===== src/vctc_pkg.sv =====
`default_nettype none

package vctc_pkg;

    typedef enum logic [2:0] {
        CMD_TICK     = 3'd0,
        CMD_WR_CTRL  = 3'd1,
        CMD_WR_CMP   = 3'd2,
        CMD_WR_TVAL  = 3'd3,
        CMD_READ     = 3'd4
    } command_t;

    localparam int CTL_W       = 3;
    localparam int CMD_W       = 3;
    localparam int COUNT_W     = 64;
    localparam int TVAL_W      = 32;
    localparam int FIRE_W      = 32;
    localparam int STALE_W     = 32;

    // Bit positions inside the control register.
    localparam int CTL_ENABLE  = 0;
    localparam int CTL_MASK    = 1;
    localparam int CTL_STATUS  = 2;

    localparam logic [STALE_W-1:0] STALE_RESET = 32'd6250000;

    localparam int S_DATA_W    = 168;
    localparam int M_DATA_W    = 136;

endpackage

`default_nettype wire


===== src/virtual_compare_timer_channel.sv =====
// Path: an item accepted at the input is held in the input register, and its result
// is written from there to the result register; the item waits in the input register
// while the result side stalls.
// Throughput: one item per cycle while the result side does not stall; the register
// update of each item is done between the input register and the result register.
// Reset (aresetn, synchronous, active low) empties both registers, clears the
// channel state and loads the stale pending tick count with 6250000.
`default_nettype none

module virtual_compare_timer_channel (
    input  wire logic                           aclk,
    input  wire logic                           aresetn,
    input  wire logic                           cfg_we,
    input  wire logic [vctc_pkg::STALE_W-1:0]   cfg_wdata,
    input  wire logic                           s_tvalid,
    output logic                                s_tready,
    // tdata from bit 0: counter_now[63:0], control_in[2:0], compare_in[63:0],
    // timer_value_in[31:0], zero fill
    input  wire logic [vctc_pkg::S_DATA_W-1:0]  s_tdata,
    // tuser from bit 0: command[2:0]
    input  wire logic [vctc_pkg::CMD_W-1:0]     s_tuser,
    output logic                                m_tvalid,
    input  wire logic                           m_tready,
    // tdata from bit 0: control_out[2:0], compare_out[63:0], timer_value_out[31:0],
    // irq_raise, pending_out, fire_total[31:0], zero fill
    output logic [vctc_pkg::M_DATA_W-1:0]       m_tdata
);

    localparam int CW = vctc_pkg::COUNT_W;

    // Input register
    logic                               in_valid_reg;
    logic [vctc_pkg::CMD_W-1:0]         in_cmd_reg;
    logic [CW-1:0]                      in_counter_reg;
    logic [vctc_pkg::CTL_W-1:0]         in_ctl_reg;
    logic [CW-1:0]                      in_cmp_reg;
    logic signed [vctc_pkg::TVAL_W-1:0] in_tval_reg;

    // Channel state
    logic [vctc_pkg::STALE_W-1:0]       stale_reg;
    logic [vctc_pkg::CTL_W-1:0]         control_reg, control_next;
    logic [CW-1:0]                      compare_reg, compare_next;
    logic [CW-1:0]                      counter_reg, counter_next;
    logic                               pending_reg, pending_next;
    logic [vctc_pkg::FIRE_W-1:0]        fire_count_reg, fire_count_next;
    logic [CW-1:0]                      last_fire_reg, last_fire_next;

    // Result register
    logic                               out_valid_reg;
    logic [vctc_pkg::M_DATA_W-1:0]      out_data_reg, out_data_next;

    logic                               proc;
    logic [CW-1:0]                      since;
    logic                               stale;
    logic                               reached;
    logic                               irq;
    logic signed [vctc_pkg::TVAL_W-1:0] tval_out;
    logic [CW-1:0]                      tval_ext;

    assign proc     = in_valid_reg && (!out_valid_reg || m_tready);
    assign s_tready = !in_valid_reg || proc;
    assign m_tvalid = out_valid_reg;
    assign m_tdata  = out_data_reg;

    assign since    = in_counter_reg - last_fire_reg;
    assign stale    = since > {{(CW-vctc_pkg::STALE_W){1'b0}}, stale_reg};
    assign reached  = in_counter_reg >= compare_reg;
    assign tval_ext = {{(CW-vctc_pkg::TVAL_W){in_tval_reg[vctc_pkg::TVAL_W-1]}}, in_tval_reg};

    always_comb begin
        control_next    = control_reg;
        compare_next    = compare_reg;
        counter_next    = counter_reg;
        pending_next    = pending_reg;
        fire_count_next = fire_count_reg;
        last_fire_next  = last_fire_reg;
        irq             = 1'b0;
        unique case (in_cmd_reg)
            vctc_pkg::CMD_TICK: begin
                counter_next = in_counter_reg;
                // A pending status left set too long is dropped first, so the
                // same tick may fire again.
                if (pending_reg && stale) begin
                    pending_next = 1'b0;
                    control_next[vctc_pkg::CTL_STATUS] = 1'b0;
                end
                if (control_next[vctc_pkg::CTL_ENABLE] && reached && !pending_next) begin
                    pending_next    = 1'b1;
                    control_next[vctc_pkg::CTL_STATUS] = 1'b1;
                    fire_count_next = fire_count_reg + 1'b1;
                    last_fire_next  = in_counter_reg;
                    irq             = !control_next[vctc_pkg::CTL_MASK];
                end
            end
            vctc_pkg::CMD_WR_CTRL: begin
                if (control_reg[vctc_pkg::CTL_STATUS] && !in_ctl_reg[vctc_pkg::CTL_STATUS]) begin
                    pending_next = 1'b0;
                end
                control_next = in_ctl_reg;
            end
            vctc_pkg::CMD_WR_CMP: begin
                compare_next = in_cmp_reg;
                if (control_reg[vctc_pkg::CTL_STATUS]) begin
                    control_next[vctc_pkg::CTL_STATUS] = 1'b0;
                    pending_next = 1'b0;
                end
            end
            vctc_pkg::CMD_WR_TVAL: begin
                compare_next = counter_reg + tval_ext;
                if (control_reg[vctc_pkg::CTL_STATUS]) begin
                    control_next[vctc_pkg::CTL_STATUS] = 1'b0;
                    pending_next = 1'b0;
                end
            end
            default: begin
            end
        endcase
    end

    // The low half of (count + value) - count is the value itself, which keeps
    // the adder off the result path for timer value writes.
    always_comb begin
        if (in_cmd_reg == vctc_pkg::CMD_WR_TVAL) begin
            tval_out = in_tval_reg;
        end else begin
            tval_out = signed'(compare_next[vctc_pkg::TVAL_W-1:0]
                               - counter_next[vctc_pkg::TVAL_W-1:0]);
        end
        out_data_next = {3'b000, fire_count_next, pending_next, irq, tval_out,
                         compare_next, control_next};
    end

    always_ff @(posedge aclk) begin
        if (!aresetn) begin
            in_valid_reg <= 1'b0;
        end else if (s_tready) begin
            in_valid_reg <= s_tvalid;
        end
        if (s_tready && s_tvalid) begin
            in_cmd_reg     <= s_tuser;
            in_counter_reg <= s_tdata[63:0];
            in_ctl_reg     <= s_tdata[66:64];
            in_cmp_reg     <= s_tdata[130:67];
            in_tval_reg    <= signed'(s_tdata[162:131]);
        end
    end

    always_ff @(posedge aclk) begin
        if (!aresetn) begin
            stale_reg      <= vctc_pkg::STALE_RESET;
            control_reg    <= '0;
            compare_reg    <= '0;
            counter_reg    <= '0;
            pending_reg    <= 1'b0;
            fire_count_reg <= '0;
            last_fire_reg  <= '0;
        end else begin
            if (cfg_we) begin
                stale_reg <= cfg_wdata;
            end
            if (proc) begin
                control_reg    <= control_next;
                compare_reg    <= compare_next;
                counter_reg    <= counter_next;
                pending_reg    <= pending_next;
                fire_count_reg <= fire_count_next;
                last_fire_reg  <= last_fire_next;
            end
        end
    end

    always_ff @(posedge aclk) begin
        if (!aresetn) begin
            out_valid_reg <= 1'b0;
        end else if (proc) begin
            out_valid_reg <= 1'b1;
        end else if (m_tready) begin
            out_valid_reg <= 1'b0;
        end
        if (proc) begin
            out_data_reg <= out_data_next;
        end
    end

`ifndef SYNTHESIS
    // Every way of dropping the status bit also drops pending.
    assert property (@(posedge aclk) disable iff (!aresetn)
        pending_reg |-> control_reg[vctc_pkg::CTL_STATUS])
        else $error("pending set while status is clear");

    assert property (@(posedge aclk) disable iff (!aresetn)
        (m_tvalid && m_tdata[99]) |-> (m_tdata[100] && m_tdata[2]))
        else $error("interrupt raised without pending and status");

    assert property (@(posedge aclk) disable iff (!aresetn)
        (proc && in_cmd_reg != vctc_pkg::CMD_TICK) |=> $stable(fire_count_reg))
        else $error("fire count moved on a non-tick item");

    assert property (@(posedge aclk) disable iff (!aresetn)
        !out_valid_reg |-> s_tready)
        else $error("input stalled with an empty result register");
`endif

endmodule

`default_nettype wire

===== config.mk =====
export PLATFORM = sky130hd
export DESIGN_NAME = virtual_compare_timer_channel
export DESIGN_NICKNAME = d
export VERILOG_FILES = /design/src/vctc_pkg.sv /design/src/virtual_compare_timer_channel.sv
export SDC_FILE = /design/constraint.sdc
export NUM_CORES = 1
export LEC_CHECK = 0
export ABC_CLOCK_PERIOD_IN_PS = 16500
export BUFFER_PORTS_ARGS = -buffer_cell sky130_fd_sc_hd__buf_2
export CAP_MARGIN = 25
export CORE_UTILIZATION = 44
export DETAILED_ROUTE_END_ITERATION = 16
export GPL_TIMING_DRIVEN = 0
export PLACE_DENSITY = 0.62
export SLEW_MARGIN = 40
export SYNTH_ARGS = -nofsm -noshare
export SYNTH_HDL_FRONTEND = slang
export SYNTH_SLANG_ARGS = --single-unit

===== constraint.sdc =====
create_clock -name aclk -period 16.5 [get_ports aclk]
set_input_delay 1.65 -clock aclk [delete_from_list [all_inputs] [get_ports aclk]]
set_output_delay 1.65 -clock aclk [all_outputs]
set_load 0.005 [all_outputs]

==> impl_metrics.toml <==
[global_route]
antenna_found_initial = 1
track_usage_pct = 28.5
grt-ovfl-total = 0
grt_max_degree = 41
grt_pass1_vias = 27200
grt_pass1_wl_um = 166000

[clock_network]
clockBufferDepth = 3
numClockSinks = 561
holdBufCountCts = 0
cts_tree = "yes"
clockRootBuffer = "clkbuf_16"
htree_num_levels = 2
ctsResizeCount = 0
insertion_delay_ns = 0.66
numCtsBuffers = 60
cts_setup_buffers = 0
clkSlewWorstSetupHoldPaths_ns = 0.06

[outcome]
run_status = "finished, final reports clean"

[floorplanning]
dieArea_sq_um = 76300
die_w_um = 276
core_area_sq_um = 74400
ios = 346
rows = 100
die_y_um = 276
start_util_pct = 44.4

[timing]
fin_worst_skew_ns = 0.0214
relSlewSlack_pct = 38.0
finalSetupViolations = 0
tightestPinTransition_ns = 0.930
period_share_pct = 46.3
hold_viol_final = 0
tns_ns = 0
drv_slew = 0
rsz0062_at_grt = "false"
min_period_ns = 7.64
fmax_mhz = 131
hold_slack_ns = 0.458

[yosys]
async_flop_share_pct = 0
ys_seq_area_share_pct = 43.0
syn-cell-area_sq_um = 33100
synth_top_area_share_pct = 27.2
ys.warnings.count = 0
synth_cell_types = 87
ys.flop_type = "edfxtp_1"
synth_top_area_cell = "edfxtp_1"
synth-edff-count = 299
synth.avg_cell_area_sq_um = 9.14
ys_seq_elements = 561
synth_area_leaders = "edfxtp_1, dfxtp_1, ha_1"
syn_inst = 3617

[placed_design]
routabilityCongestion = 0.961
hpwl_um = 86500
port_buffers = 336
placed_area_sq_um = 36200

[final_layout]
n_antenna_cell = 0
largest_reg_flops = 133
area_growth_pct = 15.8
layout_commonest_cell = "a21oi_1"
drive_above_1_share_pct = 13.2
fin_area_sq_um = 38300
final_nets = 4497
final_cell_mix = "a21oi_1, nand2_1, buf_2, edfxtp_1, dfxtp_1"

[drt]
first_pass_iters = 5
viasPerCell = 5.75
drc = 0
finalWirelength_um = 112000
drt_iter0_markers = 2606
vias = 29100
wire_per_inst_um = 22.2
detail-route-antenna-nets = 0

[worst_setup_path]
cp.required_ns = 16.87
r2r_cells = 23
endpoint_kind = "register"
endpoint = "m_tdata[95]"
worst_r2r_endpoint = "m_tdata[95]"
crit_arrival_ns = 8.02
path_max_fanout = 4
r2r_start = "in_tval_reg[0]"
r2r_setup_slack_ns = 8.86
cp-startpoint = "in_tval_reg[0]"
startpoint_type = "register"
path_class = "reg2reg"

[power_and_ir_drop]
ir_drop_mv = 0.100
p_per_area_nw_per_um2 = 93.0
p_leak_nw = 15.1
power_mw = 3.56

[hold_path]
hp-class = "reg2reg"

[run]
maxCapViolations = 0
==> critical path, cell delays in order (launching register included) <==
cell and delay (ns):
edfxtp_1 0.42, ha_1 0.26, fa_1 0.41, a21oi_1 0.24, o21ai_1 0.12, a2111oi_1 0.77
o31ai_1 0.26, a21o_1 0.22, a21o_1 0.19, a21o_1 0.17, a21oi_1 0.18, xnor2_1 0.22
nand2_1 0.10, a22oi_1 0.65, ha_1 0.41, a21oi_1 0.44, nand2_1 0.10, a211oi_1 0.54
o41ai_1 0.25, a2111oi_0 0.67, o31ai_1 0.22, a21oi_1 0.20, xor2_1 0.18, o21ai_0 0.13
==> synth_stat cells (33+ instances only) <==
library cell  instances
a21oi_1             406
a31oi_1              33
o21ai_0             248
nand4_1              65
a21o_1               99
clkbuf_1            126
ha_1                254
nor3_1               47
nand2b_1             40
inv_1               219
xnor2_1             108
dfxtp_1             262
and3_1               43
xor2_1               45
nor2_1              205
nand2_1             404
mux2i_1             138
nand3_1             146
edfxtp_1            299
a211oi_1             35
==> report_power, final <==
group          internal (mW)  switching (mW)
sequential              1.54          0.0524
combinational          0.204           0.329
clock                  0.825           0.606
==> layout make-up <==
type	instances	area, sq um
Sequential cell	561	14200
Multi-Input combinational cell	2660	17300
Buffer	179	777
Timing Repair Buffer	351	1900
Fill cell	6983	36200
Clock buffer	72	1580
Inverter	219	822
Clock inverter	42	482
Tap cell	969	1210
==> routing by layer <==
layer	track usage (%)	share of wire, %	routed length [um]
met4	9.12	3.1	3480
met3	3.85	7.2	8040
met2	45.6	45	50300
met1	39.9	45	50200
met5	0	0	0
==> how the worst min path moves through the flow <==
stage	startpoint	cells after the start	to
2_1_floorplan	compare_reg[2]	2	compare_reg[2]
3_3_place_gp	compare_reg[7]	2	compare_reg[7]
3_5_place_dp	compare_reg[7]	2	compare_reg[7]
4_1_cts	compare_reg[7]	2	compare_reg[7]
5_1_grt	compare_reg[7]	2	compare_reg[7]
6_report	compare_reg[7]	2	compare_reg[7]
==> kinds of logic after synthesis <==
group | count (synthesis) | synth area share (%)
buffers and inverters | 398 | 4.76
multiplexers | 142 | 4.31
AND/OR/NAND/NOR | 1048 | 14.7
AO/OA/AOI/OAI | 1057 | 19.4
flip-flops | 561 | 43.0
other | 1 | 0.0113
XOR/XNOR | 153 | 4.05
adder cells (fa/ha/maj) | 257 | 9.79
==> stage by stage <==
stage,utilization [%],instances,worst slack [ns]
3_5_place_dp,48.7,4939,9.05
6_report,51.4,5053,8.86
2_1_floorplan,-,3619,9.80
3_3_place_gp,48.3,4924,6.50
4_1_cts,51.4,5053,9.01
5_1_grt,51.4,5053,8.51
(Power assumes the default switching activity.)
